File: config.mk
export PLATFORM = sky130hd
export DESIGN_NAME = message_fragment_framer_core
export DESIGN_NICKNAME = d
export VERILOG_FILES = /design/src/rtl/core/mff_pkg.sv /design/src/rtl/core/message_fragment_framer_core.sv /design/src/rtl/core/mff_front.sv /design/src/rtl/core/mff_queue.sv /design/src/rtl/core/mff_back.sv
export VERILOG_INCLUDE_DIRS = /design/src /design/src/rtl/core
export SDC_FILE = /design/constraint.sdc
export NUM_CORES = 1
export LEC_CHECK = 0
export ABC_AREA = 1
export BUFFER_PORTS_ARGS = -buffer_cell sky130_fd_sc_hd__buf_2
export CORE_MARGIN = 1
export CORE_UTILIZATION = 43
export DETAILED_ROUTE_END_ITERATION = 8
export HOLD_SLACK_MARGIN = 0.08
export PLACE_DENSITY_LB_ADDON = 0.2
export SLEW_MARGIN = 10
export SYNTH_ARGS = -nofsm -noshare
export SYNTH_HDL_FRONTEND = slang
export SYNTH_HIERARCHICAL = 1
export SYNTH_SLANG_ARGS = --single-unit
File: constraint.sdc
create_clock -name clk_i -period 5 [get_ports clk_i]
set_input_delay 0 -clock clk_i [delete_from_list [all_inputs] [get_ports clk_i]]
set_output_delay 0 -clock clk_i [all_outputs]
set_load 0.02 [all_outputs]
File: src/rtl/core/message_fragment_framer_core_defines.svh
// Assertion macros shared by the framer modules.
// Each macro expects clk_i and rst_ni to exist in the module that uses it.
`ifndef MESSAGE_FRAGMENT_FRAMER_CORE_DEFINES_SVH
`define MESSAGE_FRAGMENT_FRAMER_CORE_DEFINES_SVH

// The property must hold at every clock edge outside reset.
`define MFF_ASSERT(lbl, prop, msg) \
  lbl: assert property (@(posedge clk_i) disable iff (!rst_ni) (prop)) else $error(msg);

// The condition must never be true at a clock edge outside reset.
`define MFF_ASSERT_NEVER(lbl, cond, msg) \
  lbl: assert property (@(posedge clk_i) disable iff (!rst_ni) !(cond)) else $error(msg);

`endif

File: src/rtl/core/mff_pkg.sv
`timescale 1ns / 1ps
`default_nettype none

package mff_pkg;

  // Request commands.
  localparam logic CmdStart = 1'b0;
  localparam logic CmdData  = 1'b1;

  // Result status codes.
  localparam logic [1:0] StatusOk      = 2'd0;
  localparam logic [1:0] StatusZeroLen = 2'd1;
  localparam logic [1:0] StatusNoMsg   = 2'd2;

  // Configuration register indexes.
  localparam int unsigned CfgIdxW = 2;
  localparam logic [CfgIdxW-1:0] CfgHost   = 2'd0;
  localparam logic [CfgIdxW-1:0] CfgClient = 2'd1;
  localparam logic [CfgIdxW-1:0] CfgDepth  = 2'd2;

  // Header layout.
  localparam int unsigned FragLenW = 9;
  localparam int unsigned AddrW    = 8;
  localparam logic [FragLenW-1:0] FragLenCap = '1;
  localparam logic [AddrW-1:0] DepthReset = 8'd128;
  localparam logic [AddrW-1:0] DepthMin   = 8'd2;

  // Queue between the front and back parts; depth is a power of two.
  localparam int unsigned QDepth = 4;
  localparam int unsigned QPtrW  = $clog2(QDepth);
  localparam int unsigned QCntW  = QPtrW + 1;

  // One queue entry holds all results of one request (one or two).
  typedef struct packed {
    logic [31:0] word0;
    logic        hdr0;
    logic        end0;
    logic [1:0]  status0;
    logic        two;
    logic [31:0] word1;
  } entry_t;

endpackage

`default_nettype wire

File: src/rtl/core/message_fragment_framer_core.sv
`timescale 1ns / 1ps
`default_nettype none

// Channel   Direction  Handshake                  Payload
// in        request    in_valid_i / in_stall_o    command_i, message_length_i, data_byte_i
// out       result     out_valid_o / out_stall_i  slot_word_o, is_header_o, message_end_o,
//                                                 status_o, last_o
// cfg       write      cfg_we_i                   cfg_index_i, cfg_data_i
//
// One request is accepted per cycle unless the queue is full; its results pass the queue
// and then the output register. A request that ends a fragment short of the message end
// gives two results, the data word and then the header, which leave one after the other.
// A four-entry queue between the classifying front and the output stage absorbs that,
// so the input stalls only while the queue is full.
// Reset clears the framing state, the queue and the output register; the depth
// register resets to 128 slots and both addresses to zero.

module message_fragment_framer_core #(
  parameter int unsigned LENGTH_BITS = 16
) (
  input  wire logic                        clk_i,
  input  wire logic                        rst_ni,
  input  wire logic                        cfg_we_i,
  input  wire logic [mff_pkg::CfgIdxW-1:0] cfg_index_i,
  input  wire logic [7:0]                  cfg_data_i,
  input  wire logic                        in_valid_i,
  output logic                             in_stall_o,
  input  wire logic                        command_i,
  input  wire logic [15:0]                 message_length_i,
  input  wire logic [7:0]                  data_byte_i,
  output logic                             out_valid_o,
  input  wire logic                        out_stall_i,
  output logic [31:0]                      slot_word_o,
  output logic                             is_header_o,
  output logic                             message_end_o,
  output logic [1:0]                       status_o,
  output logic                             last_o
);

  logic            q_full, q_empty, q_push, q_pop;
  mff_pkg::entry_t q_entry, q_head;

  // Front: accepts requests, tracks the framing state, builds queue entries.
  mff_front #(
    .LENGTH_BITS(LENGTH_BITS)
  ) u_front (
    .clk_i            (clk_i),
    .rst_ni           (rst_ni),
    .cfg_we_i         (cfg_we_i),
    .cfg_index_i      (cfg_index_i),
    .cfg_data_i       (cfg_data_i),
    .in_valid_i       (in_valid_i),
    .in_stall_o       (in_stall_o),
    .command_i        (command_i),
    .message_length_i (message_length_i),
    .data_byte_i      (data_byte_i),
    .q_full_i         (q_full),
    .q_push_o         (q_push),
    .q_entry_o        (q_entry)
  );

  // Queue of pending result groups.
  mff_queue u_queue (
    .clk_i   (clk_i),
    .rst_ni  (rst_ni),
    .push_i  (q_push),
    .entry_i (q_entry),
    .full_o  (q_full),
    .pop_i   (q_pop),
    .empty_o (q_empty),
    .head_o  (q_head)
  );

  // Back: emits the results of each entry one per cycle while the output is not stalled.
  mff_back u_back (
    .clk_i         (clk_i),
    .rst_ni        (rst_ni),
    .q_empty_i     (q_empty),
    .q_head_i      (q_head),
    .q_pop_o       (q_pop),
    .out_valid_o   (out_valid_o),
    .out_stall_i   (out_stall_i),
    .slot_word_o   (slot_word_o),
    .is_header_o   (is_header_o),
    .message_end_o (message_end_o),
    .status_o      (status_o),
    .last_o        (last_o)
  );

endmodule

`default_nettype wire

File: src/rtl/core/mff_front.sv
`timescale 1ns / 1ps
`default_nettype none

module mff_front #(
  parameter int unsigned LENGTH_BITS = 16
) (
  input  wire logic                         clk_i,
  input  wire logic                         rst_ni,
  input  wire logic                         cfg_we_i,
  input  wire logic [mff_pkg::CfgIdxW-1:0]  cfg_index_i,
  input  wire logic [7:0]                   cfg_data_i,
  input  wire logic                         in_valid_i,
  output logic                              in_stall_o,
  input  wire logic                         command_i,
  input  wire logic [15:0]                  message_length_i,
  input  wire logic [7:0]                   data_byte_i,
  input  wire logic                         q_full_i,
  output logic                              q_push_o,
  output mff_pkg::entry_t                   q_entry_o
);

  localparam int unsigned FW = mff_pkg::FragLenW;

  logic [7:0]             host_q, client_q, depth_q;
  logic                   open_q, open_d;
  logic [LENGTH_BITS-1:0] total_q, total_d;
  logic [FW-1:0]          frag_q, frag_d;
  logic [23:0]            acc_q, acc_d;
  logic [1:0]             pos_q, pos_d;

  logic                   accept;
  logic [LENGTH_BITS-1:0] total_start, total_dec, hdr_total;
  logic [FW-1:0]          frag_dec, lim, hdr_frag;
  logic [7:0]             depth_eff;
  logic [FW:0]            room, room_cap;
  logic                   hdr_complete;
  logic [31:0]            hdr_word, data_word;
  logic                   frag_done, msg_done;

  assign in_stall_o = q_full_i;
  assign accept     = in_valid_i && !q_full_i;

  // Configuration registers.
  always_ff @(posedge clk_i or negedge rst_ni) begin
    if (!rst_ni) begin
      host_q   <= '0;
      client_q <= '0;
      depth_q  <= mff_pkg::DepthReset;
    end else if (cfg_we_i) begin
      unique case (cfg_index_i)
        mff_pkg::CfgHost:   host_q   <= cfg_data_i;
        mff_pkg::CfgClient: client_q <= cfg_data_i;
        mff_pkg::CfgDepth:  depth_q  <= cfg_data_i;
        default: ;
      endcase
    end
  end

  // Fragment limit: min(max(depth, 2) * 4, 511) - 4.
  assign depth_eff = (depth_q < mff_pkg::DepthMin) ? mff_pkg::DepthMin : depth_q;
  assign room      = {depth_eff, 2'b00};
  assign room_cap  = (room < {1'b0, mff_pkg::FragLenCap}) ? room
                                                          : {1'b0, mff_pkg::FragLenCap};
  assign lim       = FW'(room_cap - (FW+1)'(4));

  // Byte counters and the header of the next fragment.
  assign total_start = LENGTH_BITS'(message_length_i);
  assign total_dec   = total_q - 1'b1;
  assign frag_dec    = frag_q - 1'b1;
  assign frag_done   = (frag_dec == '0);
  assign msg_done    = (total_dec == '0);
  assign hdr_total   = (command_i == mff_pkg::CmdStart) ? total_start : total_dec;
  assign hdr_frag    = (hdr_total < LENGTH_BITS'(lim)) ? FW'(hdr_total) : lim;
  assign hdr_complete = (LENGTH_BITS'(hdr_frag) == hdr_total);
  assign hdr_word    = {hdr_complete, 6'd0, hdr_frag, host_q, client_q};

  // Little-endian packing of the incoming byte.
  assign data_word = {8'd0, acc_q} | (32'(data_byte_i) << {pos_q, 3'b000});

  // Classify the request and update the framing state.
  always_comb begin
    open_d    = open_q;
    total_d   = total_q;
    frag_d    = frag_q;
    acc_d     = acc_q;
    pos_d     = pos_q;
    q_push_o  = 1'b0;
    q_entry_o = '0;
    if (accept) begin
      if (command_i == mff_pkg::CmdStart) begin
        open_d   = 1'b0;
        total_d  = '0;
        frag_d   = '0;
        acc_d    = '0;
        pos_d    = '0;
        q_push_o = 1'b1;
        if (total_start == '0) begin
          q_entry_o.status0 = mff_pkg::StatusZeroLen;
        end else begin
          open_d          = 1'b1;
          total_d         = total_start;
          frag_d          = hdr_frag;
          q_entry_o.word0 = hdr_word;
          q_entry_o.hdr0  = 1'b1;
        end
      end else if (!open_q) begin
        q_push_o          = 1'b1;
        q_entry_o.status0 = mff_pkg::StatusNoMsg;
      end else begin
        total_d = total_dec;
        frag_d  = frag_dec;
        if (pos_q == 2'd3 || frag_done) begin
          q_push_o        = 1'b1;
          q_entry_o.word0 = data_word;
          q_entry_o.end0  = msg_done;
          acc_d           = '0;
          pos_d           = '0;
          if (msg_done) begin
            open_d = 1'b0;
            frag_d = '0;
          end else if (frag_done) begin
            q_entry_o.two   = 1'b1;
            q_entry_o.word1 = hdr_word;
            frag_d          = hdr_frag;
          end
        end else begin
          acc_d = data_word[23:0];
          pos_d = pos_q + 1'b1;
        end
      end
    end
  end

  always_ff @(posedge clk_i or negedge rst_ni) begin
    if (!rst_ni) begin
      open_q  <= 1'b0;
      total_q <= '0;
      frag_q  <= '0;
      acc_q   <= '0;
      pos_q   <= '0;
    end else begin
      open_q  <= open_d;
      total_q <= total_d;
      frag_q  <= frag_d;
      acc_q   <= acc_d;
      pos_q   <= pos_d;
    end
  end

endmodule

`default_nettype wire

File: src/rtl/core/mff_queue.sv
`timescale 1ns / 1ps
`default_nettype none

`include "message_fragment_framer_core_defines.svh"

module mff_queue (
  input  wire logic             clk_i,
  input  wire logic             rst_ni,
  input  wire logic             push_i,
  input  wire mff_pkg::entry_t  entry_i,
  output logic                  full_o,
  input  wire logic             pop_i,
  output logic                  empty_o,
  output mff_pkg::entry_t       head_o
);

  mff_pkg::entry_t                mem_q [mff_pkg::QDepth];
  logic [mff_pkg::QPtrW-1:0]      wr_q, rd_q;
  logic [mff_pkg::QCntW-1:0]      cnt_q;

  assign full_o  = (cnt_q == mff_pkg::QCntW'(mff_pkg::QDepth));
  assign empty_o = (cnt_q == '0);
  assign head_o  = mem_q[rd_q];

  // Entry storage.
  always_ff @(posedge clk_i) begin
    if (push_i) begin
      mem_q[wr_q] <= entry_i;
    end
  end

  // Pointers and fill count.
  always_ff @(posedge clk_i or negedge rst_ni) begin
    if (!rst_ni) begin
      wr_q  <= '0;
      rd_q  <= '0;
      cnt_q <= '0;
    end else begin
      if (push_i) begin
        wr_q <= wr_q + 1'b1;
      end
      if (pop_i) begin
        rd_q <= rd_q + 1'b1;
      end
      if (push_i && !pop_i) begin
        cnt_q <= cnt_q + 1'b1;
      end else if (pop_i && !push_i) begin
        cnt_q <= cnt_q - 1'b1;
      end
    end
  end

  `MFF_ASSERT_NEVER(a_no_overflow, push_i && full_o, "push into a full queue")
  `MFF_ASSERT_NEVER(a_no_underflow, pop_i && empty_o, "pop from an empty queue")
  `MFF_ASSERT(a_cnt_bound, cnt_q <= mff_pkg::QCntW'(mff_pkg::QDepth), "fill count above depth")

endmodule

`default_nettype wire

File: src/rtl/core/mff_back.sv
`timescale 1ns / 1ps
`default_nettype none

`include "message_fragment_framer_core_defines.svh"

module mff_back (
  input  wire logic             clk_i,
  input  wire logic             rst_ni,
  input  wire logic             q_empty_i,
  input  wire mff_pkg::entry_t  q_head_i,
  output logic                  q_pop_o,
  output logic                  out_valid_o,
  input  wire logic             out_stall_i,
  output logic [31:0]           slot_word_o,
  output logic                  is_header_o,
  output logic                  message_end_o,
  output logic [1:0]            status_o,
  output logic                  last_o
);

  logic        valid_q, valid_d;
  logic        sel_q, sel_d;
  logic        load;
  logic [31:0] word_q;
  logic        hdr_q, end_q, last_q;
  logic [1:0]  status_q;

  // The output register may take a new result when empty or being drained.
  assign load    = (!valid_q || !out_stall_i) && !q_empty_i;
  assign q_pop_o = load && (sel_q || !q_head_i.two);

  always_comb begin
    valid_d = valid_q;
    sel_d   = sel_q;
    if (!valid_q || !out_stall_i) begin
      valid_d = !q_empty_i;
    end
    if (load) begin
      sel_d = !q_pop_o;
    end
  end

  always_ff @(posedge clk_i or negedge rst_ni) begin
    if (!rst_ni) begin
      valid_q <= 1'b0;
      sel_q   <= 1'b0;
    end else begin
      valid_q <= valid_d;
      sel_q   <= sel_d;
    end
  end

  // Result payload: first part of the head entry, or its trailing header.
  always_ff @(posedge clk_i) begin
    if (load) begin
      if (sel_q) begin
        word_q   <= q_head_i.word1;
        hdr_q    <= 1'b1;
        end_q    <= 1'b0;
        status_q <= mff_pkg::StatusOk;
        last_q   <= 1'b1;
      end else begin
        word_q   <= q_head_i.word0;
        hdr_q    <= q_head_i.hdr0;
        end_q    <= q_head_i.end0;
        status_q <= q_head_i.status0;
        last_q   <= !q_head_i.two;
      end
    end
  end

  assign out_valid_o   = valid_q;
  assign slot_word_o   = word_q;
  assign is_header_o   = hdr_q;
  assign message_end_o = end_q;
  assign status_o      = status_q;
  assign last_o        = last_q;

  `MFF_ASSERT(a_sel_has_entry, sel_q |-> !q_empty_i, "trailing header without a queue entry")
  `MFF_ASSERT(a_err_alone, (valid_q && status_q != mff_pkg::StatusOk) |-> (last_q && !hdr_q),
              "error result is not a lone result")
  `MFF_ASSERT(a_sel_follows, sel_q |-> (valid_q && !hdr_q && !last_q),
              "trailing header not preceded by a data word")

endmodule

`default_nettype wire
==> impl_metrics.yaml, run 1 <==
run_status:
  status: "finished clean"
hold_path:
  whs_path_depth: 5
  hold_path_class: "in -> reg"
  holdCritStartpoint: "command_i"
  min_delay_worst_endpoint: "u_front/frag_q[2]"
clock_network:
  clk_pin_slew_ns: 0.06
  cts_sinks: 398
  clk_path_buf_depth: 3
  cts_resized: 0
  clock_latency_ns: 0.56
  cts_buffers: 42
  tritoncts: "yes"
  cts-root-buf: "clkbuf_16"
  htreeDepth: 2
yosys:
  avgSynthCellArea_sq_um: 10.4
  synth_edf_count: 313
  ys_types: 50
  synth-main-ff-cell: "edfxtp_1"
  ys_seq_area_share_pct: 61.0
  ys_ff_latch: 398
  async_flop_share_pct: 21.4
  ys_warn_count: 6
  netlist_instances: 1811
  netlist_area_sq_um: 18900
sta:
  setup_tns_ns: 0
  period_share_pct: 85.1
  hold_slack_ns: 0.129
  max_freq_mhz: 235
  rsz0062_at_grt: "false"
  maxSlewViolCount: 0
  fin_skew_ns: 0.0118
  setup_slack_ns: 0.744
  hold_viol: 0
  setup_violations: 0
  slew_headroom_pct: 27.4
  period_minus_slack_ns: 4.26
  worstMarginPinSlew_ns: 1.08
grt:
  antenna_found_initial: 0
  grt_pass1_vias: 12473
  grt_max_degree: 97
  grt_pass1_wl_mm: 70.4
  grt-ovfl-total: 0
  grtUsageTotal_pct: 20.6
finish:
  nets: 1977
  instances_no_fill: 2536
  fin_area_sq_um: 21500
  drive_gt1_share_pct: 14.2
  area_delta_synth_final_pct: 13.7
die:
  dieArea_sq_um: 44800
  core-area_sq_um: 43200
  dieWidth_um: 212
  fp.dieH_um: 212
  pin_count: 79
  rows: 76
  start_util_pct: 43.8
critical_path:
  reg2regPathDepth: 21
  r2r-end: "u_queue/mem_q[3][55]"
  cp-end-kind: "flip-flop"
  worstReg2RegStart: "u_front/depth_q[7]"
  reg2reg_slack_ns: 0.74
  crit_fanout: 28
  crit_type: "reg -> reg"
  cp-start-kind: "flip-flop"
  critPathArrivalTime_ns: 4.62
  required_ns: 5.36
placed_design:
  io_buffers: 78
  place_ws_ns: 0.837
  postPlaceCellArea_sq_um: 19600
  dp_cells: 2409
  post-dp-hpwl_mm: 28.5
  gp_congestion: 0.877
detailed_routing:
  route.detailed.drc: 0
  vias_per_cell: 5.05
  wl_per_cell_um: 17.6
  ant_nets: 0
  route.vias.total: 12805
  routed_wl_mm: 44.6
  first_pass_iters: 5
  drt_iter0_drc: 852
power_and_ir_drop:
  ir_drop_mv: 0.222
  total_leakage_power_uw: 0.00910
  pwr_density_cell_nw_per_um2: 578
flow_run:
  drv_cap: 0
## routing by layer
metal / track usage [%] / vias to the layer above / routed length, um
li1: - / 6248 / -
met1: 29.6 / 6176 / 21300
met2: 32.8 / 333 / 20500
met3: 2.95 / 48 / 2110
met4: 5.62 / 0 / 772
met5: 0 / - / 0
## kinds of logic after synthesis
logic type / count (synthesis) / share of synthesized area, %
compound gates: 316 / 12.7
xor+xnor: 22 / 1.02
fa+ha+maj: 20 / 1.36
buf+inv: 374 / 9.14
flops: 398 / 61.0
other cells: 1 / 0.0198
simple gates: 680 / 14.7
## worst max-delay path, cell delays in order, from the launching register on
cell,delay (ns)
dfstp_2,0.61
nor2_1,0.09
nand3_1,0.07
nor3_1,0.05
o21ai_0,0.33
inv_1,0.16
ha_1,0.24
nand2_1,0.07
nor2_1,0.06
xnor2_1,0.33
ha_1,0.32
nand2_1,0.07
nor2_1,0.04
a211oi_1,0.19
nand2_1,0.08
nand2_1,0.06
nand2_1,0.07
inv_1,0.10
nand2_4,0.20
o21ai_0,0.50
nand2_1,0.16
a21oi_1,0.27
## area by class of cell
| type | count | area, sq um |
|---|---|---|
| Sequential cell | 398 | 11500 |
| Antenna cell | 1 | 2.50 |
| Fill cell | 3993 | 21700 |
| Clock inverter | 7 | 90.1 |
| Timing Repair Buffer | 145 | 1100 |
| Inverter | 286 | 1070 |
| Clock buffer | 70 | 1290 |
| Multi-Input combinational cell | 1044 | 5660 |
| Tap cell | 585 | 732 |
## report_power, final
group	internal (uW)	leakage [uW]	total (uW)	switching (uW)
combinational	1400	0.00439	4320	2920
clock	1850	0.000670	3100	1250
sequential	4490	0.00404	4990	507
## through the flow
| stage | power [uW] | utilization [%] |
|---|---|---|
| 4_1_cts | 12500 | 49.8 |
| 2_1_floorplan | 8320 | - |
| 5_1_grt | 13200 | 49.8 |
| 3_5_place_dp | 9340 | 45.4 |
| 6_report | 12400 | 49.8 |
| 3_3_place_gp | 9270 | 45.4 |
## cells in the final DEF, fill, tap and decap left out, types with 5 or more instances in the layout
cell type and count:
nand2_1 500, edfxtp_1 313, inv_1 273, nor2_1 88, o21ai_0 84, dfrtp_1 82
buf_2 77, o211ai_1 72, o211ai_2 71, dlygate4sd3_1 48, clkbuf_16 43, a21oi_1 37
nand3_1 35, ha_1 19, xor2_1 17, o22ai_1 17, clkbuf_1 16, buf_4 14
clkbuf_8 11, nor2_2 10, inv_2 10, nor3_1 9, nand4_1 8, o32ai_1 8
or2_2 6, o21bai_1 6, a31oi_1 6, nand3_2 6, conb_1 6, xnor2_1 5
buf_12 5
## sequential cells by signal, summed over array words and instances, names as in the netlist
register	cells
u_back/is_header_o	1
u_back/message_end_o	1
u_back/slot_word_o	32
u_front/host_q	8
u_front/client_q	8
u_front/open_q	1
u_queue/rd_q	2
u_front/pos_q	2
u_front/acc_q	24
u_front/frag_q	9
u_back/sel_q	1
u_queue/mem_q	276
u_queue/cnt_q	3
u_front/total_q	16
u_back/status_o	2
u_back/out_valid_o	1
u_front/depth_q	8
u_back/last_o	1
u_queue/wr_q	2
## synth_stat cells, types with 5 or more instances
cell      instances  area (sq um)
nand2_1         500          1880
edfxtp_1        313          9400
inv_1           277          1040
nor2_1           88           330
dfrtp_1          84          2100
o21ai_0          84           420
o211ai_1         72           541
o211ai_2         71           888
a21oi_1          37           185
nand3_1          35           175
buf_6            31           349
buf_2            27           135
ha_1             19           238
o22ai_1          17           106
xor2_1           17           149
clkbuf_1         16          60.1
buf_4            12          90.1
nor2_2           10          62.6
nor3_1            9          45.0
nand4_1           8          50.1
o32ai_1           8          70.1
a31oi_1           6          37.5
inv_2             6          22.5
nand3_2           6          60.1
o21bai_1          6          45.0
or2_2             6          37.5
xnor2_1           5          43.8
## timing repair
item / in CTS / in global routing
hold endpoints to repair: 142 / 0
buffers inserted: 0 / 0
hold buffers: 49 / 0
setup endpoints to repair: 0 / 0
## how the worst max path moves through the flow
stage,from,to,cells after the start
floorplan,u_front/frag_q[0],u_queue/mem_q[1][0],15
finish,u_front/depth_q[7],u_queue/mem_q[3][55],21
detailed placement,u_front/depth_q[7],u_front/frag_q[2],23
CTS,u_front/depth_q[7],u_queue/mem_q[3][55],21
global placement,u_front/depth_q[2],u_front/frag_q[2],22
global route,u_front/depth_q[7],u_queue/mem_q[3][55],21
No activity file was read; power rests on OpenSTA's default activity.
==> run 2, diff against run 1 <==
- BUFFER_PORTS_ARGS: -buffer_cell sky130_fd_sc_hd__buf_2 -> default
- DONT_BUFFER_PORTS: default -> 1
- clock period: 5 -> 4.3 ns (I/O delays scaled with it)
==> run 2 against run 1 <==
Against the previous run:
- sequential share of layout area grew 0.85 points
- die area unchanged
- fmax rose by 9.8%
- final cell count shrank 2.7%
- register-to-register slack lost 0.32 ns
- critical path type unchanged
- global-route usage grew 0.14 points
==> impl_metrics.yaml, run 2 (synthesized netlist as in run 1, its figures left out) <==
grt:
  antenna_found_initial: 6
  grt_max_degree: 157
  grt_pass1_vias: 12298
  grt_pass1_wl_mm: 70.4
  grt-ovfl-total: 0
  grtUsageTotal_pct: 20.8
flow_run:
  drv_cap: 0
sta:
  max_freq_mhz: 258
  fin_skew_ns: 0.0183
  period_share_pct: 90.1
  setup_tns_ns: 0
  maxSlewViolCount: 0
  period_minus_slack_ns: 3.88
  worstMarginPinSlew_ns: 1.21
  slew_headroom_pct: 18.8
  rsz0062_at_grt: "false"
  hold_viol: 0
  setup_violations: 0
hold_path:
  hold_path_class: "in -> reg"
die:
  fp.dieH_um: 212
  start_util_pct: 43.8
  core-area_sq_um: 43200
  dieWidth_um: 212
  dieArea_sq_um: 44800
  pin_count: 79
  rows: 76
placed_design:
  gp_congestion: 0.849
  dp_cells: 2336
  post-dp-hpwl_mm: 27.7
  io_buffers: 0
clock_network:
  postCtsSetupBuffers: 0
  cts_sinks: 398
  htreeDepth: 2
  tritoncts: "yes"
  clk_path_buf_depth: 3
  cts_buffers: 44
  clock_latency_ns: 0.58
  clk_pin_slew_ns: 0.06
  cts-root-buf: "clkbuf_16"
critical_path:
  cp-start-kind: "flip-flop"
  required_ns: 4.72
  cp-end-kind: "flip-flop"
  critPathArrivalTime_ns: 4.29
  reg2reg_slack_ns: 0.42
  crit_type: "reg -> reg"
  crit_fanout: 28
power_and_ir_drop:
  total_leakage_power_uw: 0.00879
  pwr_density_cell_nw_per_um2: 677
  ir_drop_mv: 0.447
detailed_routing:
  drt_iter0_drc: 879
  route.vias.total: 12584
  wl_per_cell_um: 18.3
  route.detailed.drc: 0
  ant_nets: 0
  vias_per_cell: 5.10
  first_pass_iters: 8
  routed_wl_mm: 45.3
finish:
  mostFrequentLayoutCells: "nand2_1, edfxtp_1, inv_1, nor2_1, dfrtp_1"
  area_delta_synth_final_pct: 11.9
  layout_commonest_cell: "nand2_1"
  drive_gt1_share_pct: 11.3
  largest-register: "u_queue/mem_q"
  nets: 1903
  instances_no_fill: 2468
  largest_reg_flops: 276
run_status:
  status: "finished clean"
## run 2: cell types whose count changed in the layout (fill, tap and decap cells not counted), sizes merged
cell,change
buf,-72
clkinv,+14
clkinvlp,+4
dlygate4sd3,-4
diode,+3
bufinv,-1
clkbuf,-12
## run 2: critical path, stage by stage, from the launching register on
cell      delay, ns
dfstp_2        0.61
nor2_1         0.09
nand3_1        0.09
nor3_2         0.05
nor3_1         0.30
ha_1           0.26
nand2_1        0.07
nor2_1         0.18
xnor2_1        0.23
ha_1           0.32
nand2_1        0.06
nor2_1         0.04
a211oi_1       0.16
nand2_1        0.08
nand2_1        0.06
nand2_1        0.08
inv_1          0.15
nand2_8        0.16
nand2_1        0.12
o21ai_0        0.14
or2_1          0.28
a21oi_2        0.18
## run 2: path summary, 6_finish.rpt
| check | start | end | cells after the start |
|---|---|---|---|
| hold reg to reg | u_front/host_q[2] | u_front/host_q[2] | 2 |
| hold / removal | in_valid_i | u_queue/wr_q[1] | 6 |
| setup / recovery | u_front/depth_q[7] | u_queue/mem_q[1][53] | 21 |
| max in group asynchronous | rst_ni | u_queue/rd_q[1] | 4 |
| min in group asynchronous | rst_ni | u_front/depth_q[7] | 3 |
| setup reg to reg | u_front/depth_q[7] | u_queue/mem_q[1][53] | 21 |
## run 2: routing by layer
| layer | routed length [um] | global-route usage, % | part of all wire (%) |
|---|---|---|---|
| met2 | 20700 | 32.7 | 46 |
| met1 | 20800 | 29.0 | 46 |
| met4 | 1050 | 7.17 | 2.3 |
| met3 | 2740 | 3.59 | 6.0 |
| met5 | 24 | 0 | 0.053 |
## run 2: area by class of cell
cell class | instances | area [sq um]
flip-flops and latches | 398 | 11500
clock buffers | 58 | 1210
clock inverters | 24 | 153
inverters | 286 | 1070
well taps | 585 | 732
fillers | 3979 | 22000
multi-input cells | 1044 | 5690
repair buffers | 69 | 743
diodes | 4 | 10.0
## run 2: per-stage QoR
step	util, %	setup WS (ns)	hold WS (ns)	instance area, sq um	total power, uW
2_1_floorplan	-	0.691	-0.296	18900	9670
3_3_place_gp	44.6	0.280	-0.293	19200	10700
3_5_place_dp	44.6	0.0916	-0.293	19200	10800
4_1_cts	48.9	0.0808	0.0821	21100	14400
5_1_grt	49.0	0.0701	0.144	21100	15200
6_report	49.0	0.425	0.118	21100	14300
## run 2: power breakdown
| group | leakage [uW] | switching, uW | total, uW | internal [uW] |
|---|---|---|---|---|
| Clock | 0.000657 | 1520 | 3570 | 2050 |
| Sequential | 0.00404 | 786 | 6020 | 5240 |
| Combinational | 0.00410 | 3210 | 4720 | 1500 |
| Total | 0.00879 | 5520 | 14300 | 8790 |
## run 2: repair_timing
item / in CTS / in global routing
hold buffers: 46 / 0
endpoints found under the hold margin: 300 / 0
setup endpoints to repair: 0 / 65
gates resized for setup: 0 / 9
